===== config.mk =====
export PLATFORM = sky130hd
export DESIGN_NAME = bft_ctrl
export DESIGN_NICKNAME = d
export VERILOG_FILES = /design/src/hw/rtl/bft_pkg.sv /design/src/hw/rtl/bft_ctrl.sv
export VERILOG_INCLUDE_DIRS = /design/src /design/src/hw/rtl
export SDC_FILE = /design/constraint.sdc
export NUM_CORES = 1
export LEC_CHECK = 0
export ABC_AREA = 1
export ABC_CLOCK_PERIOD_IN_PS = 1340
export BUFFER_PORTS_ARGS = -buffer_cell sky130_fd_sc_hd__buf_2
export CAP_MARGIN = 10
export CORE_AREA = 2 2 61 63
export CTS_BUF_LIST = sky130_fd_sc_hd__clkbuf_4 sky130_fd_sc_hd__clkbuf_8
export DETAILED_ROUTE_END_ITERATION = 8
export DIE_AREA = 0 0 63 65
export GPL_TIMING_DRIVEN = 1
export PLACE_DENSITY = 0.48
export SLEW_MARGIN = 20
export SYNTH_ARGS = -nofsm -noshare
export SYNTH_HDL_FRONTEND = slang
export SYNTH_SLANG_ARGS = --single-unit

===== constraint.sdc =====
create_clock -name clk_i -period 1.34 [get_ports clk_i]
set_input_delay 0.067 -clock clk_i [delete_from_list [all_inputs] [get_ports clk_i]]
set_output_delay 0.067 -clock clk_i [all_outputs]
set_load 0.03 [all_outputs]

===== src/hw/rtl/bidirectional_flow_table_core_defines.svh =====
// ----------------------------------------------------------------------------
// Flow table assertion macros
// Shared helpers for concurrent checks, clocked on the rising edge and
// disabled while reset is asserted.
// ----------------------------------------------------------------------------
`ifndef BIDIRECTIONAL_FLOW_TABLE_CORE_DEFINES_SVH
`define BIDIRECTIONAL_FLOW_TABLE_CORE_DEFINES_SVH

// Same-cycle implication
`define BFT_ASSERT_SAME(name, clk, rstn, ante, cons, msg) \
  name: assert property (@(posedge clk) disable iff (!rstn) (ante) |-> (cons)) else $error(msg);

// Next-cycle implication
`define BFT_ASSERT_NEXT(name, clk, rstn, ante, cons, msg) \
  name: assert property (@(posedge clk) disable iff (!rstn) (ante) |=> (cons)) else $error(msg);

`endif


===== src/hw/rtl/bft_pkg.sv =====
// ----------------------------------------------------------------------------
// Flow table package
// Sizes, item structs, result kinds and the controller/datapath interface.
// ----------------------------------------------------------------------------
package bft_pkg;

  // Table geometry (BUCKETS must be a power of two)
  localparam int BUCKETS = 1024;
  localparam int WAYS    = 4;
  localparam int BKT_W   = $clog2(BUCKETS);
  localparam int WAY_W   = (WAYS > 1) ? $clog2(WAYS) : 1;

  // Result kinds
  localparam logic [1:0] KIND_EXPORT = 2'd0;
  localparam logic [1:0] KIND_DONE   = 2'd1;
  localparam logic [1:0] KIND_DROP   = 2'd2;

  // Action codes
  localparam logic ACT_PACKET = 1'b0;
  localparam logic ACT_SWEEP  = 1'b1;

  typedef struct packed {
    logic        action;
    logic [7:0]  protocol;
    logic [31:0] src_addr;
    logic [31:0] dst_addr;
    logic [15:0] src_port;
    logic [15:0] dst_port;
    logic [15:0] length;
    logic [31:0] time_seconds;
    logic [9:0]  bucket;
  } in_item_t;

  typedef struct packed {
    logic [1:0]  kind;
    logic [7:0]  flow_protocol;
    logic [31:0] flow_src_addr;
    logic [15:0] flow_src_port;
    logic [31:0] flow_dst_addr;
    logic [15:0] flow_dst_port;
    logic [31:0] packet_count;
    logic [31:0] byte_count;
    logic        last;
  } out_item_t;

  // One flow slot
  typedef struct packed {
    logic [7:0]  protocol;
    logic [31:0] src_addr;
    logic [31:0] dst_addr;
    logic [15:0] src_port;
    logic [15:0] dst_port;
    logic [31:0] packets;
    logic [31:0] bytes;
    logic [31:0] first_time;
    logic [31:0] last_time;
  } entry_t;

  typedef entry_t [WAYS-1:0] row_t;

  // Controller to datapath
  typedef struct packed {
    logic             clear;
    logic [BKT_W-1:0] clr_idx;
    logic             load;
    logic             read;
    logic             eval;
    logic             update;
    logic             drop_out;
    logic             export_out;
    logic             done_out;
  } cmd_t;

  // Datapath to controller
  typedef struct packed {
    logic is_sweep;
    logic hit;
    logic has_free;
    logic pending;
    logic out_free;
  } status_t;

  // Lowest set bit of a way mask
  function automatic logic [WAY_W-1:0] low_way(input logic [WAYS-1:0] v);
    logic [WAY_W-1:0] idx;
    idx = '0;
    for (int i = WAYS - 1; i >= 0; i--) begin
      if (v[i]) idx = WAY_W'(i);
    end
    return idx;
  endfunction

endpackage


===== src/hw/rtl/bft_ctrl.sv =====
// ----------------------------------------------------------------------------
// Flow table controller
// Sequences the clearing pass, bucket read, compare and result issue.
// ----------------------------------------------------------------------------
`include "bidirectional_flow_table_core_defines.svh"

module bft_ctrl (
  input  logic             clk_i,
  input  logic             rst_ni,
  input  logic             in_valid_i,
  output logic             in_stall_o,
  input  bft_pkg::status_t status_i,
  output bft_pkg::cmd_t    cmd_o
);
  import bft_pkg::*;

  localparam logic [2:0] ST_CLEAR  = 3'd0;
  localparam logic [2:0] ST_IDLE   = 3'd1;
  localparam logic [2:0] ST_READ   = 3'd2;
  localparam logic [2:0] ST_EVAL   = 3'd3;
  localparam logic [2:0] ST_DECIDE = 3'd4;
  localparam logic [2:0] ST_SWEEP  = 3'd5;

  logic [2:0]       state_q, state_d;
  logic [BKT_W-1:0] clr_q, clr_d;
  logic             accept;

  assign in_stall_o = (state_q != ST_IDLE);
  assign accept     = in_valid_i && !in_stall_o;

  // Next state and commands
  always_comb begin
    state_d = state_q;
    clr_d   = clr_q;
    cmd_o   = '0;
    cmd_o.clr_idx = clr_q;
    unique case (state_q)
      ST_CLEAR: begin
        cmd_o.clear = 1'b1;
        clr_d = clr_q + 1'b1;
        if (clr_q == BKT_W'(BUCKETS - 1)) state_d = ST_IDLE;
      end
      ST_IDLE: begin
        if (accept) begin
          cmd_o.load = 1'b1;
          state_d = ST_READ;
        end
      end
      ST_READ: begin
        cmd_o.read = 1'b1;
        state_d = ST_EVAL;
      end
      ST_EVAL: begin
        cmd_o.eval = 1'b1;
        state_d = ST_DECIDE;
      end
      ST_DECIDE: begin
        priority if (status_i.is_sweep) begin
          state_d = ST_SWEEP;
        end else if (status_i.hit || status_i.has_free) begin
          cmd_o.update = 1'b1;
          state_d = ST_IDLE;
        end else if (status_i.out_free) begin
          cmd_o.drop_out = 1'b1;
          state_d = ST_IDLE;
        end else begin
          // full bucket, result register busy: wait
          state_d = ST_DECIDE;
        end
      end
      ST_SWEEP: begin
        if (status_i.out_free) begin
          if (status_i.pending) begin
            cmd_o.export_out = 1'b1;
          end else begin
            cmd_o.done_out = 1'b1;
            state_d = ST_IDLE;
          end
        end
      end
      default: state_d = ST_IDLE;
    endcase
  end

  always_ff @(posedge clk_i or negedge rst_ni) begin
    if (!rst_ni) begin
      state_q <= ST_CLEAR;
      clr_q   <= '0;
    end else begin
      state_q <= state_d;
      clr_q   <= clr_d;
    end
  end

  `BFT_ASSERT_SAME(a_drop_only_when_full, clk_i, rst_ni, cmd_o.drop_out, !status_i.hit && !status_i.has_free, "drop with room in bucket")
  `BFT_ASSERT_SAME(a_export_needs_pending, clk_i, rst_ni, cmd_o.export_out, status_i.pending && status_i.out_free, "export without pending flow")
  `BFT_ASSERT_NEXT(a_load_then_read, clk_i, rst_ni, cmd_o.load, cmd_o.read, "read does not follow item load")

endmodule


==> results of run 1 <==
registers in the layout, summed over array words and instances (netlist names):
signal / count
state_q: 3
clr_q: 10
logic make-up after synthesis:
kind of cell,count (synthesis),share of synthesized area (%)
AOI/OAI and AO/OA,4,2.96
xor gates and xnor gates,8,9.21
adders and majority gates,1,1.64
buffers and inverters,17,8.39
DFF,13,42.8
and+or+nand+nor,54,35.0
power groups by stage:
| stage | logic [mW] | registers, mW | clock network (mW) |
|---|---|---|---|
| CTS | 1.09 | 0.697 | 0.260 |
| detailed placement | 1.03 | 0.706 | 0 |
| floorplan | 0.617 | 0.836 | 0 |
| global route | 1.42 | 0.713 | 0.284 |
| global placement | 1.04 | 0.702 | 0 |
| finish | 1.29 | 0.689 | 0.248 |
routing by layer:
| metal | track usage [%] | vias to the layer above | routed length (microns) |
|---|---|---|---|
| li1 | - | 374 | - |
| met1 | 12.4 | 341 | 874 |
| met2 | 15.7 | 26 | 862 |
| met3 | 1.91 | 2 | 105 |
| met4 | 5.00 | 0 | 10 |
| met5 | 0 | - | 0 |
worst min-delay path, cell delays in order:
cell,delay [ns]
buf_2,0.09
o21bai_1,0.07
nand3b_1,0.08
what timing repair did:
action                     CTS  global route
hold buffers                 1             0
buffers inserted             1             3
pin swaps                    1             0
setup endpoints to repair    7            10
hold endpoints to repair    13             0
gates resized for setup      9            19
final cells by class:
type                    count  share of cell area (%)
clock buffers               3                    2.05
clock inverters             1                   0.456
inverters                  17                    6.04
multi-input cells          67                    37.2
flip-flops and latches     13                    30.1
well taps                  48                    5.47
repair buffers             31                    18.7
per-stage QoR:
step	hold slack, ns	instance area [sq um]	setup slack (ns)
2_1_floorplan	-0.229	768	0.00296
3_3_place_gp	-0.0239	958	0.161
3_5_place_dp	-0.0212	958	0.148
4_1_cts	0.0420	1020	-0.0415
5_1_grt	0.0417	1100	-0.130
6_report	0.0626	1100	-0.0237
cell usage after synthesis:
cell type  number
a21oi_1         1
dfrtp_1        13
ha_1            1
inv_1          16
inv_2           1
nand2_1        22
nand2_4         1
nand3_1         8
nand3_2         1
nand3b_1        3
nand4_1         1
nor2_1         12
nor2_4          3
nor3_1          3
o21ai_0         1
o21ai_1         1
o21bai_1        1
xnor2_1         5
xor2_1          3
worst max path at each step:
| stage | to | slack, ns | depth (start not counted) | start |
|---|---|---|---|---|
| global placement | clr_q[6] | 0.16 | 5 | clr_q[0] |
| CTS | cmd_o[2] | -0.04 | 4 | state_q[0] |
| floorplan | cmd_o[0] | 0.003 | 3 | state_q[1] |
| detailed placement | clr_q[6] | 0.15 | 5 | clr_q[0] |
| finish | cmd_o[2] | -0.02 | 4 | state_q[0] |
| global route | cmd_o[2] | -0.13 | 4 | state_q[0] |
==> impl_metrics.py, run 1 <==
metrics = {
    "worst_setup_path": {
        "rr_endpoint": "state_q[1]",
        "r2r_cells": 6,
        "cp.arrival_ns": 1.30,
        "worstSetupEndpointType": "output pin",
        "crit_fanout": 3,
        "cp_top_family": "flip-flops",
        "critPathMaxStageDelay_ns": 0.44,
        "reg2reg_slack_ns": 0.16,
        "r2r-start": "state_q[1]",
        "worst-setup-path-type": "reg -> out",
        "slowest_stage": "dfrtp_2",
        "startpoint_type": "register",
        "path_buf_inv": 1,
        "worstPathRequired_ns": 1.27,
        "path_cells": "nor2_4 -> nand3b_1 -> nor3_2 -> buf_4",
    },
    "drt": {
        "drc_errors": 0,
        "wirelength_mm": 1.85,
        "vias_per_cell": 4.13,
        "detail-route-antenna-nets": 0,
        "drt_iter0_markers": 19,
        "num_vias": 743,
        "detail_route.wl_per_cell_microns": 10.3,
        "first_pass_iters": 4,
    },
    "grt": {
        "gr-total-overflow": 0,
        "grt_start_max_net_pins": 14,
        "grt_pass1_vias": 721,
        "grt_usage_pct": 9.77,
        "antenna_found_initial": 0,
        "grt_first_pass_wirelength_mm": 3.13,
    },
    "cts": {
        "path_clk_slew_ns": 0.09,
        "ctsRootBufferMaster": "clkbuf_4",
        "tritoncts": "yes",
        "cts_inserted_buffers": 3,
        "clkLatencyLatePin_ns": 0.28,
        "clk_path_buf_depth": 2,
        "numClockSinks": 13,
        "cts_max_level": 1,
    },
    "job": {
        "maxCapViolations": 0,
    },
    "timing": {
        "fmax_ghz": 0.733,
        "grt_setup_unrepaired": "true",
        "fin_worst_skew_ns": 0.00280,
        "period_needed_ns": 1.36,
        "hold_violations": 0,
        "setup_viol": 3,
        "relSlewSlack_pct": 79.5,
        "tightest_slew_ns": 0.308,
        "setup_tns_ns": -0.0313,
        "fin_ws_ns": -0.0237,
        "slew_viol_final": 0,
        "min_period_over_period_pct": 102,
    },
    "finish": {
        "multi_input_area_sq_um": 409,
        "drive_gt1_share_pct": 40.2,
        "n_antenna_cell": 0,
        "layout_commonest_cell": "nand2_1",
        "regArea_sq_um": 330,
        "nets": 142,
        "area_growth_pct": 44.4,
        "fill_cells": 394,
        "fin_cells": 180,
        "fin_util_pct": 31.4,
        "final_cell_mix": "nand2_1 (21), buf_2 (18), inv_1 (14), nor2_1 (9), dfrtp_1 (9)",
    },
    "power": {
        "p_comb_share_pct": 58.0,
        "intPower_mw": 1.11,
        "ir_drop_mv": 0.950,
        "powerDensity_nw_per_um2": 2030,
        "clkPwrFrac_pct": 11.1,
        "p_leak_nw": 0.567,
        "p_seq_share_pct": 30.9,
        "switchingPower_mw": 1.12,
        "p_total_mw": 2.23,
        "swShare_pct": 50.1,
    },
    "placed_design": {
        "hpwl_mm": 1.38,
        "place.gp.congestion": 0.779,
        "place.port_buffers": 26,
        "place_inst": 171,
    },
    "synth": {
        "yosysWarnings": 0,
        "syn_nets": 106,
        "seq_area_frac_synth_pct": 42.8,
        "ys_ff_latch": 13,
        "yosysTopAreaCell": "dfrtp_1",
        "synth_cell_types": 19,
        "synth_cells": 97,
        "syn-cell-area_sq_um": 761,
        "synth_area_per_cell_sq_um": 7.84,
        "yosysTopAreaCellShare_pct": 42.8,
        "synthTopCellsByArea": "dfrtp_1 (43%), nand2_1 (11%), inv_1 (7.9%)",
    },
    "hold_path": {
        "hp-start": "status_i[4]",
        "hold_depth": 3,
        "hold_path_end": "state_q[2]",
        "min_path_type": "in -> reg",
    },
    "die": {
        "ios": 27,
        "start_util_pct": 21.8,
        "die_area_sq_um": 4100,
        "die_h_microns": 65,
        "placementRows": 22,
        "coreArea_sq_um": 3500,
        "die_width_microns": 63,
    },
    "run_status": {
        "violations": "negative setup slack",
        "status": "finished, violations left",
    },
}
No activity file was read; power rests on OpenSTA's default activity.
==> inputs of run 2 (changes only) <==
--- a/config.mk
+++ b/config.mk
@@ -10,12 +10,14 @@
 export ABC_CLOCK_PERIOD_IN_PS = 1340
 export BUFFER_PORTS_ARGS = -buffer_cell sky130_fd_sc_hd__buf_2
 export CAP_MARGIN = 10
+export CELL_PAD_IN_SITES_DETAIL_PLACEMENT = 1
+export CELL_PAD_IN_SITES_GLOBAL_PLACEMENT = 2
 export CORE_AREA = 2 2 61 63
 export CTS_BUF_LIST = sky130_fd_sc_hd__clkbuf_4 sky130_fd_sc_hd__clkbuf_8
 export DETAILED_ROUTE_END_ITERATION = 8
 export DIE_AREA = 0 0 63 65
 export GPL_TIMING_DRIVEN = 1
-export PLACE_DENSITY = 0.48
+export PLACE_DENSITY = 0.73
 export SLEW_MARGIN = 20
 export SYNTH_ARGS = -nofsm -noshare
 export SYNTH_HDL_FRONTEND = slang
==> run 2 against run 1 <==
  * Critical path type unchanged
  * First-iteration DRC count shrank 32%
  * Highest routed layer unchanged
  * Register-to-register slack lost 0.10 ns
  * Worst hold slack gained 0.0038 ns
  * The run still ends with negative setup slack left
  * Non-clock buffer count grew 7
==> impl_metrics.py, run 2 (synthesis results as in run 1) <==
metrics = {
    "timing": {
        "hold_violations": 0,
        "relSlewSlack_pct": 79.1,
        "fin_ws_ns": -0.0535,
        "grt_setup_unrepaired": "true",
        "fmax_ghz": 0.718,
        "setup_viol": 4,
        "slew_viol_final": 0,
        "fin_worst_skew_ns": 0.00104,
        "min_period_over_period_pct": 104,
        "period_needed_ns": 1.39,
        "tightest_slew_ns": 0.313,
    },
    "worst_setup_path": {
        "cp.arrival_ns": 1.33,
        "worstPathRequired_ns": 1.27,
        "reg2reg_slack_ns": 0.06,
        "critPathMaxStageDelay_ns": 0.44,
        "crit_fanout": 3,
        "path_cells": "nor2_4 -> nand3b_1 -> nor3_2 -> buf_4",
        "cp_top_family": "flip-flops",
        "worst-setup-path-type": "reg -> out",
        "startpoint_type": "register",
        "slowest_stage": "dfrtp_2",
        "path_buf_inv": 1,
        "worstSetupEndpointType": "output pin",
    },
    "die": {
        "die_width_microns": 63,
        "die_area_sq_um": 4100,
        "die_h_microns": 65,
        "coreArea_sq_um": 3500,
        "start_util_pct": 21.8,
        "ios": 27,
        "placementRows": 22,
    },
    "grt": {
        "grt_pass1_vias": 784,
        "grt_first_pass_wirelength_mm": 3.59,
        "grt_usage_pct": 11.1,
        "gr-total-overflow": 0,
        "grt_start_max_net_pins": 14,
        "antenna_found_initial": 0,
    },
    "finish": {
        "layout_commonest_cell": "nand2_1",
        "max_flop_register": "clr_q",
        "fin_cells": 187,
        "drive_gt1_share_pct": 43.2,
        "n_antenna_cell": 0,
        "area_growth_pct": 50.7,
        "final_cell_mix": "nand2_1 (22), buf_2 (18), buf_4 (17), inv_1 (14), nor2_1 (10)",
        "reg_top3": "clr_q (10), state_q (3)",
        "largest_register_ffs": 10,
        "fill_cells": 443,
        "nets": 149,
    },
    "cts": {
        "tritoncts": "yes",
        "numClockSinks": 13,
        "path_clk_slew_ns": 0.08,
        "clk_path_buf_depth": 2,
        "cts_inserted_buffers": 3,
        "clkLatencyLatePin_ns": 0.27,
        "ctsRootBufferMaster": "clkbuf_4",
        "cts_max_level": 1,
    },
    "drt": {
        "wirelength_mm": 2.34,
        "drc_errors": 0,
        "num_vias": 803,
        "detail_route.wl_per_cell_microns": 12.5,
        "first_pass_iters": 4,
        "drt_iter0_markers": 13,
        "detail-route-antenna-nets": 0,
        "vias_per_cell": 4.29,
    },
    "placed_design": {
        "place.port_buffers": 26,
        "hpwl_mm": 1.61,
        "place.gp.congestion": 0.778,
        "place_inst": 171,
    },
    "run_status": {
        "violations": "negative setup slack",
        "status": "finished, violations left",
    },
    "power": {
        "ir_drop_mv": 1.04,
        "powerDensity_nw_per_um2": 2070,
        "p_leak_nw": 0.600,
        "p_total_mw": 2.37,
    },
    "hold_path": {
        "min_path_type": "in -> reg",
    },
    "job": {
        "maxCapViolations": 0,
    },
}
-- run 2: cell type report --
class,instances,area [sq um],share of cell area [%]
inverters,17,66.3,5.79
clock buffers,4,30.0,2.62
multi-input cells,67,409,35.7
repair buffers,38,250,21.8
flip-flops and latches,13,330,28.8
well taps,48,60.1,5.24
-- run 2: where the power goes --
part	total (mW)	leakage, nW	switching, mW	internal, mW
Combinational	1.41	0.417	0.865	0.548
Sequential	0.695	0.164	0.169	0.526
Clock	0.263	0.0184	0.127	0.136
-- run 2: metrics by stage --
stage | setup TNS [ns] | setup slack (ns) | hold slack, ns | utilization (%) | instance area [sq um]
5_1_grt | -0.630 | -0.126 | 0.0734 | 32.8 | 1150
6_report | -0.120 | -0.0535 | 0.0664 | 32.8 | 1150
3_5_place_dp | 0 | 0.106 | -0.0210 | 27.4 | 958
3_3_place_gp | 0 | 0.123 | -0.0205 | 27.4 | 958
2_1_floorplan | 0 | 0.00296 | -0.229 | - | 768
4_1_cts | -0.168 | -0.0471 | 0.0601 | 29.6 | 1030
-- run 2: worst paths after layout --
check	start	endpoint	cells past startpoint
worst max-delay path	state_q[0]	cmd_o[2]	4
max in group asynchronous	rst_ni	clr_q[0]	2
worst min-delay path	status_i[4]	state_q[2]	3
worst min register to register	clr_q[6]	clr_q[6]	1
min in group asynchronous	rst_ni	clr_q[5]	2
worst max register to register	state_q[2]	clr_q[8]	7
-- run 2: tightest hold or removal path, stage by stage --
cell and delay, ns:
buf_2 0.09, o21bai_1 0.07, nand3b_1 0.08
-- run 2: repair_timing --
item / 4_1_cts / 5_1_grt
pin swaps: 1 / 1
setup buffers: 2 / 9
hold buffers: 1 / 0
gates resized for setup: 9 / 17
setup endpoints to repair: 7 / 10
hold endpoints to repair: 13 / 0
-- run 2: layer usage --
layer	wire length (microns)	vias up	share of wire [%]	global-route usage (%)
met5	0	-	0	0
met3	118	6	5.0	2.43
met1	928	388	40	13.1
li1	-	380	-	-
met4	51	0	2.2	5.00
met2	1240	29	53	19.4
==> inputs of run 3 (changes only) <==
--- a/config.mk
+++ b/config.mk
@@ -17,7 +17,7 @@
 export DETAILED_ROUTE_END_ITERATION = 8
 export DIE_AREA = 0 0 63 65
 export GPL_TIMING_DRIVEN = 1
-export PLACE_DENSITY = 0.73
+export PLACE_DENSITY_LB_ADDON = 0.1
 export SLEW_MARGIN = 20
 export SYNTH_ARGS = -nofsm -noshare
 export SYNTH_HDL_FRONTEND = slang
==> run 3 against run 2 <==
  * The flow still finishes with violations (negative setup slack)
  * Final area shrank 1.4%
  * Fmax grew 3.0%
  * First-iteration DRC count shrank 38%
  * Register-to-register slack lost 0.03 ns
  * Worst hold slack lost 0.010 ns
  * Critical path depth is the same
  * Sequential cell count is the same
  * Highest routed layer unchanged
  * Clock power grew 2%
  * Final cell count shrank 2.1%
==> impl_metrics.py, run 3 (synthesis results as in run 1) <==
metrics = {
    "timing": {
        "grt_setup_unrepaired": "true",
        "relSlewSlack_pct": 78.7,
        "period_needed_ns": 1.35,
        "fmax_ghz": 0.739,
        "slew_viol_final": 0,
        "min_period_over_period_pct": 101,
        "setup_tns_ns": -0.0262,
        "tightest_slew_ns": 0.319,
        "setup_viol": 3,
        "fin_worst_skew_ns": 0.00608,
        "hold_violations": 0,
        "fin_ws_ns": -0.0135,
        "holdWs_ns": 0.0561,
    },
    "finish": {
        "fin_area_sq_um": 1130,
        "max_flop_register": "clr_q",
        "area_growth_pct": 48.5,
        "fin_cells": 183,
        "n_antenna_cell": 0,
        "nets": 145,
        "final_cell_mix": "nand2_1 (21), buf_2 (18), inv_1 (14), buf_4 (11), nor2_1 (10)",
        "reg_top3": "clr_q (10), state_q (3)",
        "layout_commonest_cell": "nand2_1",
        "largest_register_ffs": 10,
        "drive_gt1_share_pct": 42.2,
    },
    "grt": {
        "grt_first_pass_wirelength_mm": 3.47,
        "grt_pass1_vias": 790,
        "grt_start_max_net_pins": 14,
        "grt_usage_pct": 10.8,
        "antenna_found_initial": 0,
        "gr-total-overflow": 0,
    },
    "worst_setup_path": {
        "crit_fanout": 3,
        "worst-setup-path-type": "reg -> out",
        "reg2reg_slack_ns": 0.03,
        "worstPathRequired_ns": 1.27,
        "worstSetupEndpointType": "output pin",
        "cp.arrival_ns": 1.29,
        "startpoint_type": "register",
    },
    "drt": {
        "drc_errors": 0,
        "first_pass_iters": 4,
        "wirelength_mm": 2.05,
        "detail_route.wl_per_cell_microns": 11.2,
        "num_vias": 742,
        "vias_per_cell": 4.05,
        "drt_iter0_markers": 8,
        "detail-route-antenna-nets": 0,
    },
    "die": {
        "coreArea_sq_um": 3500,
        "start_util_pct": 21.8,
        "placementRows": 22,
        "die_width_microns": 63,
        "die_h_microns": 65,
        "die_area_sq_um": 4100,
        "ios": 27,
    },
    "cts": {
        "cts_max_level": 1,
        "numClockSinks": 13,
        "path_clk_slew_ns": 0.09,
        "clk_path_buf_depth": 2,
        "cts_inserted_buffers": 3,
        "ctsRootBufferMaster": "clkbuf_4",
        "clkLatencyLatePin_ns": 0.28,
        "tritoncts": "yes",
    },
    "placed_design": {
        "place.port_buffers": 26,
        "place_ws_ns": 0.121,
        "place_inst": 171,
        "place_area_sq_um": 958,
        "place.gp.congestion": 0.766,
        "hpwl_mm": 1.61,
    },
    "power": {
        "powerDensity_nw_per_um2": 2030,
        "p_leak_nw": 0.590,
        "ir_drop_mv": 0.831,
    },
    "job": {
        "maxCapViolations": 0,
    },
    "run_status": {
        "status": "finished, violations left",
        "violations": "negative setup slack",
    },
    "hold_path": {
        "min_path_type": "in -> reg",
    },
}
-- run 3: changes by cell type in the layout (fill, tap and decap cells not counted) --
cell / change
nand2_2: +1
o21ai_1: -1
xnor2_2: +1
nand2_1: -1
nand2_8: +1
o21ai_0: +1
buf_4: -6
nand2_4: -1
buf_6: +2
xnor2_1: -1
nand3_4: -1
nand3_1: +1
-- run 3: where the power goes --
part	leakage (nW)	switching, mW	internal, mW	total (mW)
combinational	0.407	0.826	0.509	1.33
clock	0.0184	0.134	0.136	0.269
sequential	0.164	0.162	0.526	0.688
-- run 3: repair_timing --
item | in CTS | in global routing
hold buffers | 1 | 0
pin swaps | 1 | 3
setup endpoints to repair | 8 | 11
buffers inserted | 2 | 5
resized for setup | 11 | 16
endpoints found under the hold margin | 13 | 0
-- run 3: cell type report --
type / instances / area (sq um)
flip-flops and latches: 13 / 330
clock buffers: 4 / 30.0
fillers: 447 / 2370
inverters: 17 / 66.3
repair buffers: 34 / 228
multi-input cells: 67 / 415
well taps: 48 / 60.1
-- run 3: stage by stage --
stage	total power, mW	util (%)
CTS	2.13	29.6
global placement	1.76	27.4
detailed placement	1.76	27.4
global route	2.48	32.3
floorplan	1.45	-
finish	2.29	32.3
-- run 3: worst max-delay path, cell delays in order, from the launching register on --
cell	delay, ns
dfrtp_2	0.45
inv_2	0.09
nand3_1	0.15
nor3_2	0.14
buf_4	0.18
-- run 3: final timing paths --
| kind | startpoint | to | depth (start not counted) |
|---|---|---|---|
| setup / recovery | state_q[1] | cmd_o[0] | 4 |
| hold / removal | status_i[4] | state_q[2] | 3 |
| setup reg to reg | state_q[1] | clr_q[8] | 7 |
| hold reg to reg | clr_q[6] | clr_q[6] | 1 |
| max in group asynchronous | rst_ni | state_q[1] | 2 |
| min in group asynchronous | rst_ni | clr_q[0] | 2 |
-- run 3: routing by layer --
layer  wire (microns)  track usage [%]  vias to the layer above  part of all wire [%]
met3               81             2.43                        4                   3.9
met1              894             12.4                      344                    44
li1                 -                -                      374                     -
met4               26             4.17                        0                   1.3
met2             1050             19.4                       20                    51
met5                0                0                        -                     0
